`src/design/eds_pkg.sv`:
```
// shared types, constants and field layouts for the explicit diffusion stepper
package eds_pkg;

    localparam int DEFAULT_GRID_POINTS = 64;
    localparam int VALUE_W             = 32;
    localparam int INDEX_W             = 6;
    localparam int RATIO_W             = 16;
    localparam int POINTS_W            = 7;
    localparam int ROW_MIN             = 3;
    localparam int APB_ADDR_W          = 3;
    localparam int APB_DATA_W          = 32;
    localparam int LAP_W               = VALUE_W + 3;
    localparam int PROD_W              = LAP_W + RATIO_W + 1;
    localparam int FRAC_W              = 16;

    localparam logic [POINTS_W-1:0] POINTS_RESET = POINTS_W'(64);

    // command codes
    localparam logic CMD_LOAD = 1'b0;
    localparam logic CMD_STEP = 1'b1;

    // register indexes, taken from paddr[2]
    localparam logic REG_RATIO  = 1'b0;
    localparam logic REG_POINTS = 1'b1;

    // what the update unit does with one point
    typedef enum logic [1:0] {
        KIND_INTERIOR = 2'd0,
        KIND_LEFT     = 2'd1,
        KIND_RIGHT    = 2'd2,
        KIND_HOLD     = 2'd3
    } point_kind_t;

    // control that travels with a point through the update pipe
    typedef struct packed {
        logic        valid;
        logic        emit;
        logic        last;
        point_kind_t kind;
    } stage_ctrl_t;

    typedef struct packed {
        logic                       command;
        logic [INDEX_W-1:0]         point_index;
        logic signed [VALUE_W-1:0]  point_value;
        logic signed [VALUE_W-1:0]  left_boundary;
        logic signed [VALUE_W-1:0]  right_boundary;
    } item_t;

    typedef struct packed {
        logic [INDEX_W-1:0]         out_index;
        logic signed [VALUE_W-1:0]  out_value;
        logic                       row_last;
    } result_t;

endpackage

```
`src/design/eds_cell.sv`:
```
// one grid cell of the shifting row: holds a point, takes a load or its neighbor's value
module eds_cell (
    input  logic                                clk,
    input  logic                                load_en,
    input  logic signed [eds_pkg::VALUE_W-1:0]  load_value,
    input  logic                                shift_en,
    input  logic signed [eds_pkg::VALUE_W-1:0]  shift_in,
    output logic signed [eds_pkg::VALUE_W-1:0]  value
);
    import eds_pkg::*;

    logic signed [VALUE_W-1:0] value_reg;
    logic signed [VALUE_W-1:0] value_next;

    always_comb
    begin
        value_next = value_reg;
        if (load_en)
        begin
            value_next = load_value;
        end
        else if (shift_en)
        begin
            value_next = shift_in;
        end
    end

    always_ff @(posedge clk)
    begin
        value_reg <= value_next;
    end

    assign value = value_reg;

endmodule

```
`src/design/eds_update.sv`:
```
// three-point update pipe: laplacian, ratio multiply, round, add and saturate, or boundary/held value by kind
module eds_update #(
    parameter int GRID_POINTS = eds_pkg::DEFAULT_GRID_POINTS
) (
    input  logic                                clk,
    input  logic                                rst_n,
    input  logic                                advance,
    input  eds_pkg::stage_ctrl_t                ctrl_in,
    input  logic [$clog2(GRID_POINTS)-1:0]      idx_in,
    input  logic signed [eds_pkg::VALUE_W-1:0]  center,
    input  logic signed [eds_pkg::VALUE_W-1:0]  left_nb,
    input  logic signed [eds_pkg::VALUE_W-1:0]  right_nb,
    input  logic signed [eds_pkg::VALUE_W-1:0]  left_bnd,
    input  logic signed [eds_pkg::VALUE_W-1:0]  right_bnd,
    input  logic [eds_pkg::RATIO_W-1:0]         ratio,
    output eds_pkg::stage_ctrl_t                ctrl_out,
    output logic [$clog2(GRID_POINTS)-1:0]      idx_out,
    output logic signed [eds_pkg::VALUE_W-1:0]  value_out
);
    import eds_pkg::*;

    localparam int IDX_W = $clog2(GRID_POINTS);
    localparam int SUM_W = PROD_W - FRAC_W + 1;

    // stage a: laplacian
    stage_ctrl_t               ctrl_a_reg;
    logic [IDX_W-1:0]          idx_a_reg;
    logic signed [VALUE_W-1:0] u_a_reg;
    logic signed [LAP_W-1:0]   lap_a_reg;
    logic signed [LAP_W-1:0]   lap_a_next;

    // stage b: product
    stage_ctrl_t               ctrl_b_reg;
    logic [IDX_W-1:0]          idx_b_reg;
    logic signed [VALUE_W-1:0] u_b_reg;
    logic signed [PROD_W-1:0]  prod_b_reg;
    logic signed [PROD_W-1:0]  prod_b_next;

    logic signed [SUM_W-1:0]   sum_c;
    logic signed [VALUE_W-1:0] sat_c;

    assign lap_a_next = LAP_W'(right_nb) - (LAP_W'(center) <<< 1) + LAP_W'(left_nb);
    assign prod_b_next = PROD_W'(lap_a_reg) * PROD_W'($signed({1'b0, ratio}));

    always_ff @(posedge clk or negedge rst_n)
    begin
        if (!rst_n)
        begin
            ctrl_a_reg <= '0;
            ctrl_b_reg <= '0;
        end
        else if (advance)
        begin
            ctrl_a_reg <= ctrl_in;
            ctrl_b_reg <= ctrl_a_reg;
        end
    end

    always_ff @(posedge clk)
    begin
        if (advance)
        begin
            idx_a_reg       <= idx_in;
            u_a_reg         <= center;
            lap_a_reg       <= lap_a_next;
            idx_b_reg       <= idx_a_reg;
            u_b_reg         <= u_a_reg;
            prod_b_reg      <= prod_b_next;
        end
    end

    // floor((p + 2^15) / 2^16) is the shifted product plus bit 15
    assign sum_c = SUM_W'(u_b_reg) + SUM_W'($signed(prod_b_reg[PROD_W-1:FRAC_W]))
                 + SUM_W'({1'b0, prod_b_reg[FRAC_W-1]});

    always_comb
    begin
        if (sum_c[SUM_W-1:VALUE_W-1] == '0 || sum_c[SUM_W-1:VALUE_W-1] == '1)
        begin
            sat_c = sum_c[VALUE_W-1:0];
        end
        else if (sum_c[SUM_W-1])
        begin
            sat_c = {1'b1, {(VALUE_W-1){1'b0}}};
        end
        else
        begin
            sat_c = {1'b0, {(VALUE_W-1){1'b1}}};
        end
    end

    always_comb
    begin
        case (ctrl_b_reg.kind)
            KIND_INTERIOR: value_out = sat_c;
            KIND_LEFT:     value_out = left_bnd;
            KIND_RIGHT:    value_out = right_bnd;
            KIND_HOLD:     value_out = u_b_reg;
            default:       value_out = u_b_reg;
        endcase
    end

    assign ctrl_out = ctrl_b_reg;
    assign idx_out  = idx_b_reg;

endmodule

```
`src/design/explicit_diffusion_stepper.sv`:
```
// top level of the explicit diffusion stepper: apb registers, control, cell ring, result beat
// The row lives in a ring of GRID_POINTS cells, cell k holding grid point k while the
// block is idle. A load item writes one cell in a single cycle and gives no result beat;
// an index at or beyond GRID_POINTS is dropped. A step item rotates the whole ring once:
// each cycle the ring moves, the head cell feeds the update pipe together with its left neighbor
// (held in a register) and its right neighbor (the next cell), and the new value comes back
// in at the tail after the stage a and stage b registers of the pipe; a step turns the whole
// ring whatever points_in_use is, and emits points_in_use beats, one per cycle while the
// result port takes them, index 0 first, with row_last on the final one. A stalled result
// port stops the ring, the update pipe and the step counter together. New items are taken
// only between steps. No clearing pass runs after reset; grid points must be loaded before
// a step reads them. points_in_use below 3 acts as 3 and above GRID_POINTS acts as
// GRID_POINTS. Registers: diffusion_ratio at byte address 0 (unsigned Q0.16), points_in_use
// at byte address 4.
module explicit_diffusion_stepper #(
    parameter int GRID_POINTS = eds_pkg::DEFAULT_GRID_POINTS
) (
    input  logic                               clk,
    input  logic                               rst_n,
    // apb configuration port
    input  logic                               psel,
    input  logic                               penable,
    input  logic                               pwrite,
    input  logic [eds_pkg::APB_ADDR_W-1:0]     paddr,
    input  logic [eds_pkg::APB_DATA_W-1:0]     pwdata,
    output logic [eds_pkg::APB_DATA_W-1:0]     prdata,
    output logic                               pready,
    // item channel
    input  logic                               item_valid,
    output logic                               item_ready,
    input  eds_pkg::item_t                     item,
    // result channel
    output logic                               result_valid,
    input  logic                               result_ready,
    output eds_pkg::result_t                   result
);
    import eds_pkg::*;

    localparam int IDX_W = $clog2(GRID_POINTS);
    localparam int CNT_W = $clog2(GRID_POINTS + 2);
    localparam int NW    = $clog2(GRID_POINTS + 1);

    localparam logic [CNT_W-1:0] CNT_LAST = CNT_W'(GRID_POINTS + 1);
    localparam logic [CNT_W-1:0] CNT_ROW  = CNT_W'(GRID_POINTS);

    typedef enum logic [1:0] {
        ST_IDLE = 2'b01,
        ST_STEP = 2'b10
    } state_t;

    // configuration registers
    logic [RATIO_W-1:0]  ratio_reg;
    logic [POINTS_W-1:0] points_reg;
    logic                cfg_write;

    // control
    state_t              state_reg;
    state_t              state_next;
    logic [CNT_W-1:0]    cnt_reg;
    logic [CNT_W-1:0]    cnt_next;
    logic                item_accept;
    logic                load_accept;
    logic                step_accept;
    logic                advance;
    logic                ring_shift;

    // step boundaries, captured when the step beat is taken
    logic signed [VALUE_W-1:0] left_bnd_reg;
    logic signed [VALUE_W-1:0] right_bnd_reg;
    logic signed [VALUE_W-1:0] prev_reg;

    // effective row size and the point being issued
    logic [NW-1:0]       row_size;
    logic [CNT_W-1:0]    row_end;
    stage_ctrl_t         issue_ctrl;

    // cell ring
    logic signed [VALUE_W-1:0] cell_val [GRID_POINTS];

    // update pipe output
    stage_ctrl_t               upd_ctrl;
    logic [IDX_W-1:0]          upd_idx;
    logic signed [VALUE_W-1:0] upd_value;

    // result beat register
    logic    result_valid_reg;
    logic    result_valid_next;
    result_t result_reg;

    // ---------------- apb port ----------------
    assign pready    = 1'b1;
    assign cfg_write = psel && penable && pwrite;

    always_ff @(posedge clk or negedge rst_n)
    begin
        if (!rst_n)
        begin
            ratio_reg  <= '0;
            points_reg <= POINTS_RESET;
        end
        else if (cfg_write)
        begin
            case (paddr[2])
                REG_RATIO:  ratio_reg  <= pwdata[RATIO_W-1:0];
                REG_POINTS: points_reg <= pwdata[POINTS_W-1:0];
                default:    ratio_reg  <= ratio_reg;
            endcase
        end
    end

    always_comb
    begin
        case (paddr[2])
            REG_RATIO:  prdata = APB_DATA_W'(ratio_reg);
            REG_POINTS: prdata = APB_DATA_W'(points_reg);
            default:    prdata = '0;
        endcase
    end

    // ---------------- control ----------------
    // the ring, update pipe and counter all move only when the result register can take a beat
    assign advance     = !result_valid_reg || result_ready;
    assign item_ready  = (state_reg == ST_IDLE);
    assign item_accept = item_valid && item_ready;
    assign load_accept = item_accept && (item.command == CMD_LOAD);
    assign step_accept = item_accept && (item.command == CMD_STEP);
    assign ring_shift  = (state_reg == ST_STEP) && advance;

    always_comb
    begin
        state_next = state_reg;
        cnt_next   = cnt_reg;
        case (state_reg)
            ST_IDLE:
            begin
                if (step_accept)
                begin
                    state_next = ST_STEP;
                    cnt_next   = '0;
                end
            end
            ST_STEP:
            begin
                if (advance)
                begin
                    cnt_next = cnt_reg + CNT_W'(1);
                    if (cnt_reg == CNT_LAST)
                    begin
                        state_next = ST_IDLE;
                    end
                end
            end
            default:
            begin
                state_next = ST_IDLE;
            end
        endcase
    end

    always_ff @(posedge clk or negedge rst_n)
    begin
        if (!rst_n)
        begin
            state_reg <= ST_IDLE;
            cnt_reg   <= '0;
        end
        else
        begin
            state_reg <= state_next;
            cnt_reg   <= cnt_next;
        end
    end

    always_ff @(posedge clk)
    begin
        if (step_accept)
        begin
            left_bnd_reg  <= item.left_boundary;
            right_bnd_reg <= item.right_boundary;
        end
        // left neighbor of the point at the head
        if (ring_shift)
        begin
            prev_reg <= cell_val[0];
        end
    end

    // clamp the row size to [3, GRID_POINTS]
    always_comb
    begin
        if (points_reg < POINTS_W'(ROW_MIN))
        begin
            row_size = NW'(ROW_MIN);
        end
        else if (int'(points_reg) > GRID_POINTS)
        begin
            row_size = NW'(GRID_POINTS);
        end
        else
        begin
            row_size = NW'(points_reg);
        end
    end

    assign row_end = CNT_W'(row_size) - CNT_W'(1);

    // classify the point at the head of the ring
    always_comb
    begin
        issue_ctrl.valid = (state_reg == ST_STEP) && (cnt_reg < CNT_ROW);
        issue_ctrl.emit  = (cnt_reg < CNT_W'(row_size));
        issue_ctrl.last  = (cnt_reg == row_end);
        if (cnt_reg == '0)
        begin
            issue_ctrl.kind = KIND_LEFT;
        end
        else if (cnt_reg == row_end)
        begin
            issue_ctrl.kind = KIND_RIGHT;
        end
        else if (cnt_reg < row_end)
        begin
            issue_ctrl.kind = KIND_INTERIOR;
        end
        else
        begin
            issue_ctrl.kind = KIND_HOLD;
        end
    end

    // ---------------- cell ring ----------------
    // values move toward cell 0; updated values re-enter at the last cell
    for (genvar k = 0; k < GRID_POINTS; k++)
    begin : g_cell
        logic                      load_en;
        logic signed [VALUE_W-1:0] shift_in;

        assign load_en = load_accept && (32'(item.point_index) == k);

        if (k == GRID_POINTS - 1)
        begin : g_tail
            assign shift_in = upd_value;
        end
        else
        begin : g_body
            assign shift_in = cell_val[k + 1];
        end

        eds_cell u_cell (
            .clk        (clk),
            .load_en    (load_en),
            .load_value (item.point_value),
            .shift_en   (ring_shift),
            .shift_in   (shift_in),
            .value      (cell_val[k])
        );
    end

    // ---------------- update pipe ----------------
    eds_update #(
        .GRID_POINTS (GRID_POINTS)
    ) u_update (
        .clk       (clk),
        .rst_n     (rst_n),
        .advance   (advance),
        .ctrl_in   (issue_ctrl),
        .idx_in    (cnt_reg[IDX_W-1:0]),
        .center    (cell_val[0]),
        .left_nb   (prev_reg),
        .right_nb  (cell_val[1]),
        .left_bnd  (left_bnd_reg),
        .right_bnd (right_bnd_reg),
        .ratio     (ratio_reg),
        .ctrl_out  (upd_ctrl),
        .idx_out   (upd_idx),
        .value_out (upd_value)
    );

    // ---------------- result beat ----------------
    assign result_valid_next = advance ? (upd_ctrl.valid && upd_ctrl.emit) : result_valid_reg;

    always_ff @(posedge clk or negedge rst_n)
    begin
        if (!rst_n)
        begin
            result_valid_reg <= 1'b0;
        end
        else
        begin
            result_valid_reg <= result_valid_next;
        end
    end

    always_ff @(posedge clk)
    begin
        if (advance)
        begin
            result_reg.out_index <= INDEX_W'(upd_idx);
            result_reg.out_value <= upd_value;
            result_reg.row_last  <= upd_ctrl.last;
        end
    end

    assign result_valid = result_valid_reg;
    assign result       = result_reg;

endmodule

```
`config.mk`:
```
export PLATFORM = sky130hd
export DESIGN_NAME = explicit_diffusion_stepper
export DESIGN_NICKNAME = d
export VERILOG_FILES = /design/src/design/eds_pkg.sv /design/src/design/eds_cell.sv /design/src/design/eds_update.sv /design/src/design/explicit_diffusion_stepper.sv
export SDC_FILE = /design/constraint.sdc
export NUM_CORES = 2
export LEC_CHECK = 0
export BUFFER_PORTS_ARGS = -buffer_cell sky130_fd_sc_hd__buf_2
export CAP_MARGIN = 20
export CORE_UTILIZATION = 50
export DETAILED_ROUTE_END_ITERATION = 7
export HOLD_SLACK_MARGIN = 0.03
export PLACE_DENSITY = 0.66
export SYNTH_ARGS = -nofsm -noshare
export SYNTH_HDL_FRONTEND = slang
export SYNTH_SLANG_ARGS = --single-unit
```
`constraint.sdc`:
```
create_clock -name clk -period 21.2 [get_ports clk]
set_clock_uncertainty 0.2 [all_clocks]
set_input_delay 4.24 -clock clk [delete_from_list [all_inputs] [get_ports clk]]
set_output_delay 4.24 -clock clk [all_outputs]
set_load 0.005 [all_outputs]
```
==> impl_metrics.csv <==
group,metric,value,unit
cts,clk_latency,0.87,ns
global_routing,grt_util_all_layers,0.218,
cts,cts_buffers,234,
global_routing,grt_pass1_wl,415,mm
logic_synthesis,postSynthCellCount,8234,
worst_setup_path,worst_setup_path_end_kind,"output port",
routing,dr.pass1.iters,5,
timing,setup_viol,0,
worst_setup_path,worstPathArrival,5.05,ns
worst_setup_path,worstRegToRegCells,22,
die,pin_count,219,
routing,via_per_inst,5.58,
logic_synthesis,ys_ff_latch,2374,
worst_setup_path,crit_required,16.76,ns
cts,cts_resized,0,
timing,fin_hold_ws,0.211,ns
timing,tns,0,ns
worst_setup_path,crit_path_start_kind,"input port",
global_routing,grt_overflow,0,
finish,final_nets,9158,
placed_design,gp_congestion,0.886,
finish,stdcell_count,11600,
cts,cts_root_buf,"clkbuf_16",
finish,layout_commonest_cell,"edfxtp_1",
worst_setup_path,cp_cell_sequence,"buf_2 -> mux2_2 -> buf_2",
timing,rsz0062_at_grt,"no",
die,start_util,0.503,
cts,cts_max_level,4,
cts,cts_buffer_depth,3,
timing,tightest_slew,1.08,ns
finish,area_growth_syn_to_layout,9.76,%
worst_setup_path,timing.rr.end,"u_update.prod_b_reg[51]",
hold_path,hold_class,"reg -> reg",
cts,post_cts_buffers,0,
logic_synthesis,avgSynthCellArea,14.9,sq um
outcome,status,"finished clean",
placed_design,place_hpwl,171,mm
cts,cts.sinks,2374,
worst_setup_path,reg2reg_slack,13.06,ns
timing,relSlewSlack,0.264,
worst_setup_path,critical_path.slowest_cell,"mux2_2",
logic_synthesis,ys_seq_area_frac,0.581,
finish,largest_reg_flops,2048,
routing,routed_wl,265,mm
logic_synthesis,synth_flop_cell,"edfxtp_1",
global_routing,grt_pass1_vias,68500,
worst_setup_path,critPathMaxStageDelay,0.39,ns
timing,post-route-period-util,0.448,
logic_synthesis,postSynth.asyncResetShare,0.0181,
timing,fmax,105,MHz
finish,drive_above_1_share,0.338,
global_routing,antenna_found_initial,9,
global_routing,grt_max_degree,95,
finish,final_cell_mix,"2,331 x edfxtp_1, 2,049 x mux2_2, 763 x inv_1",
die,die_w,497,um
finish,multiInputGateArea,46500,sq um
routing,routedWlPerCell,22.7,um
worst_setup_path,path_class,"in -> out",
logic_synthesis,syn_area,122000,sq um
routing,dr_total_vias,65000,
worst_setup_path,worstPathMaxFanout,18,
die,row_count,181,
cts,cts_tree,"yes",
placed_design,dp_cells,11200,
worst_setup_path,cp_common_cell,"buf_2",
placed_design,port_buffers,183,
cts,cts_hold_buf,0,
worst_setup_path,cp-endpoint,"prdata[5]",
routing,drt_iter0_markers,4396,
logic_synthesis,synth_enable_flop_cells,2331,
routing,post-route-drc-count,0,
cts,clk_pin_slew,0.06,ns
finish,fill_cells,19300,
finish,seqCellArea,71100,sq um
routing,ant_nets,0,
timing,final_max_slew_viol_count,0,
worst_setup_path,rr_startpoint,"u_update.lap_a_reg[6]",
worst_setup_path,crit_start,"paddr[2]",
job,maxCapViolCount,0,
timing,final_hold_viol_count,0,
die,coreArea,243000,sq um
die,die_h,497,um
die,die_area,247000,sq um
logic_synthesis,ys_types,75,
logic_synthesis,ys_warn_count,0,
timing,min_period,9.49,ns
area by class of cell:
| class | count | area share |
|---|---|---|
| antenna | 2 | 0.0000373 |
| clock inverter | 162 | 0.0111 |
| multi-input combinational | 4517 | 0.346 |
| tap | 3202 | 0.0298 |
| inverter | 764 | 0.0214 |
| timing repair buffer | 351 | 0.0174 |
| clock buffer | 275 | 0.0447 |
| sequential | 2374 | 0.529 |
worst max-delay path: cells and delay by family:
kind / cells / cell delay, ns
buffers and inverters: 2 / 0.43
muxes: 1 / 0.39
layer usage:
layer	global-route usage	part of all wire	vias to the layer above
li1	-	-	29200
met1	0.297	0.44	33800
met2	0.363	0.49	1559
met3	0.0335	0.048	398
met4	0.0611	0.026	2
met5	0	0.000034	-
how the worst min path moves through the flow:
stage | start | end | cells past startpoint | slack [ns]
global route | u_update.u_a_reg[9] | u_update.u_b_reg[9] | 0 | 0.22
CTS | u_update.u_a_reg[15] | u_update.u_b_reg[15] | 0 | 0.21
floorplan | u_update.idx_out[0] | result[33] | 0 | 0.20
detailed placement | u_update.idx_a_reg[3] | u_update.idx_out[3] | 0 | 0.20
global placement | u_update.u_a_reg[15] | u_update.u_b_reg[15] | 0 | 0.21
finish | u_update.idx_a_reg[3] | u_update.idx_out[3] | 0 | 0.21
stage by stage:
stage                     setup slack, ns   util  instance area (sq um)
after detailed placement            11.69  0.521                 127000
after floorplan                     10.68      -                 122000
final                               11.71  0.552                 134000
after global placement              11.73  0.521                 127000
after CTS                           11.70  0.552                 134000
after global routing                11.66  0.552                 134000
cells in the mapped netlist, types with 26 or more instances:
| library cell | instances | area [sq um] |
|---|---|---|
| mux2_2 | 2049 | 23100 |
| mux2i_1 | 34 | 340 |
| clkbuf_1 | 470 | 1760 |
| a21oi_1 | 155 | 776 |
| xnor2_1 | 77 | 674 |
| inv_1 | 764 | 2870 |
| xor2_1 | 30 | 263 |
| fa_1 | 563 | 11300 |
| nand2_1 | 550 | 2060 |
| o21ai_1 | 26 | 130 |
| and2_1 | 208 | 1300 |
| nor2_1 | 133 | 499 |
| dfrtp_1 | 41 | 1030 |
| o21ai_0 | 87 | 435 |
| a21o_1 | 37 | 278 |
| ha_1 | 208 | 2600 |
| buf_1 | 94 | 353 |
| nand3_1 | 32 | 160 |
| nor2b_1 | 58 | 363 |
| edfxtp_1 | 2331 | 70000 |
kinds of logic after synthesis:
logic type	after synthesis	synth area share
buffers and inverters	1358	0.0425
and+or+nand+nor	1096	0.0420
DFF	2374	0.581
adders and majority gates	771	0.113
other	2	0.0000614
muxes	2083	0.191
xor gates and xnor gates	107	0.00766
AOI/OAI and AO/OA	443	0.0224
Power is left out: the tool's default activity adds up to more than one toggle a clock period on the data nets, which glitch-free logic cannot reach.
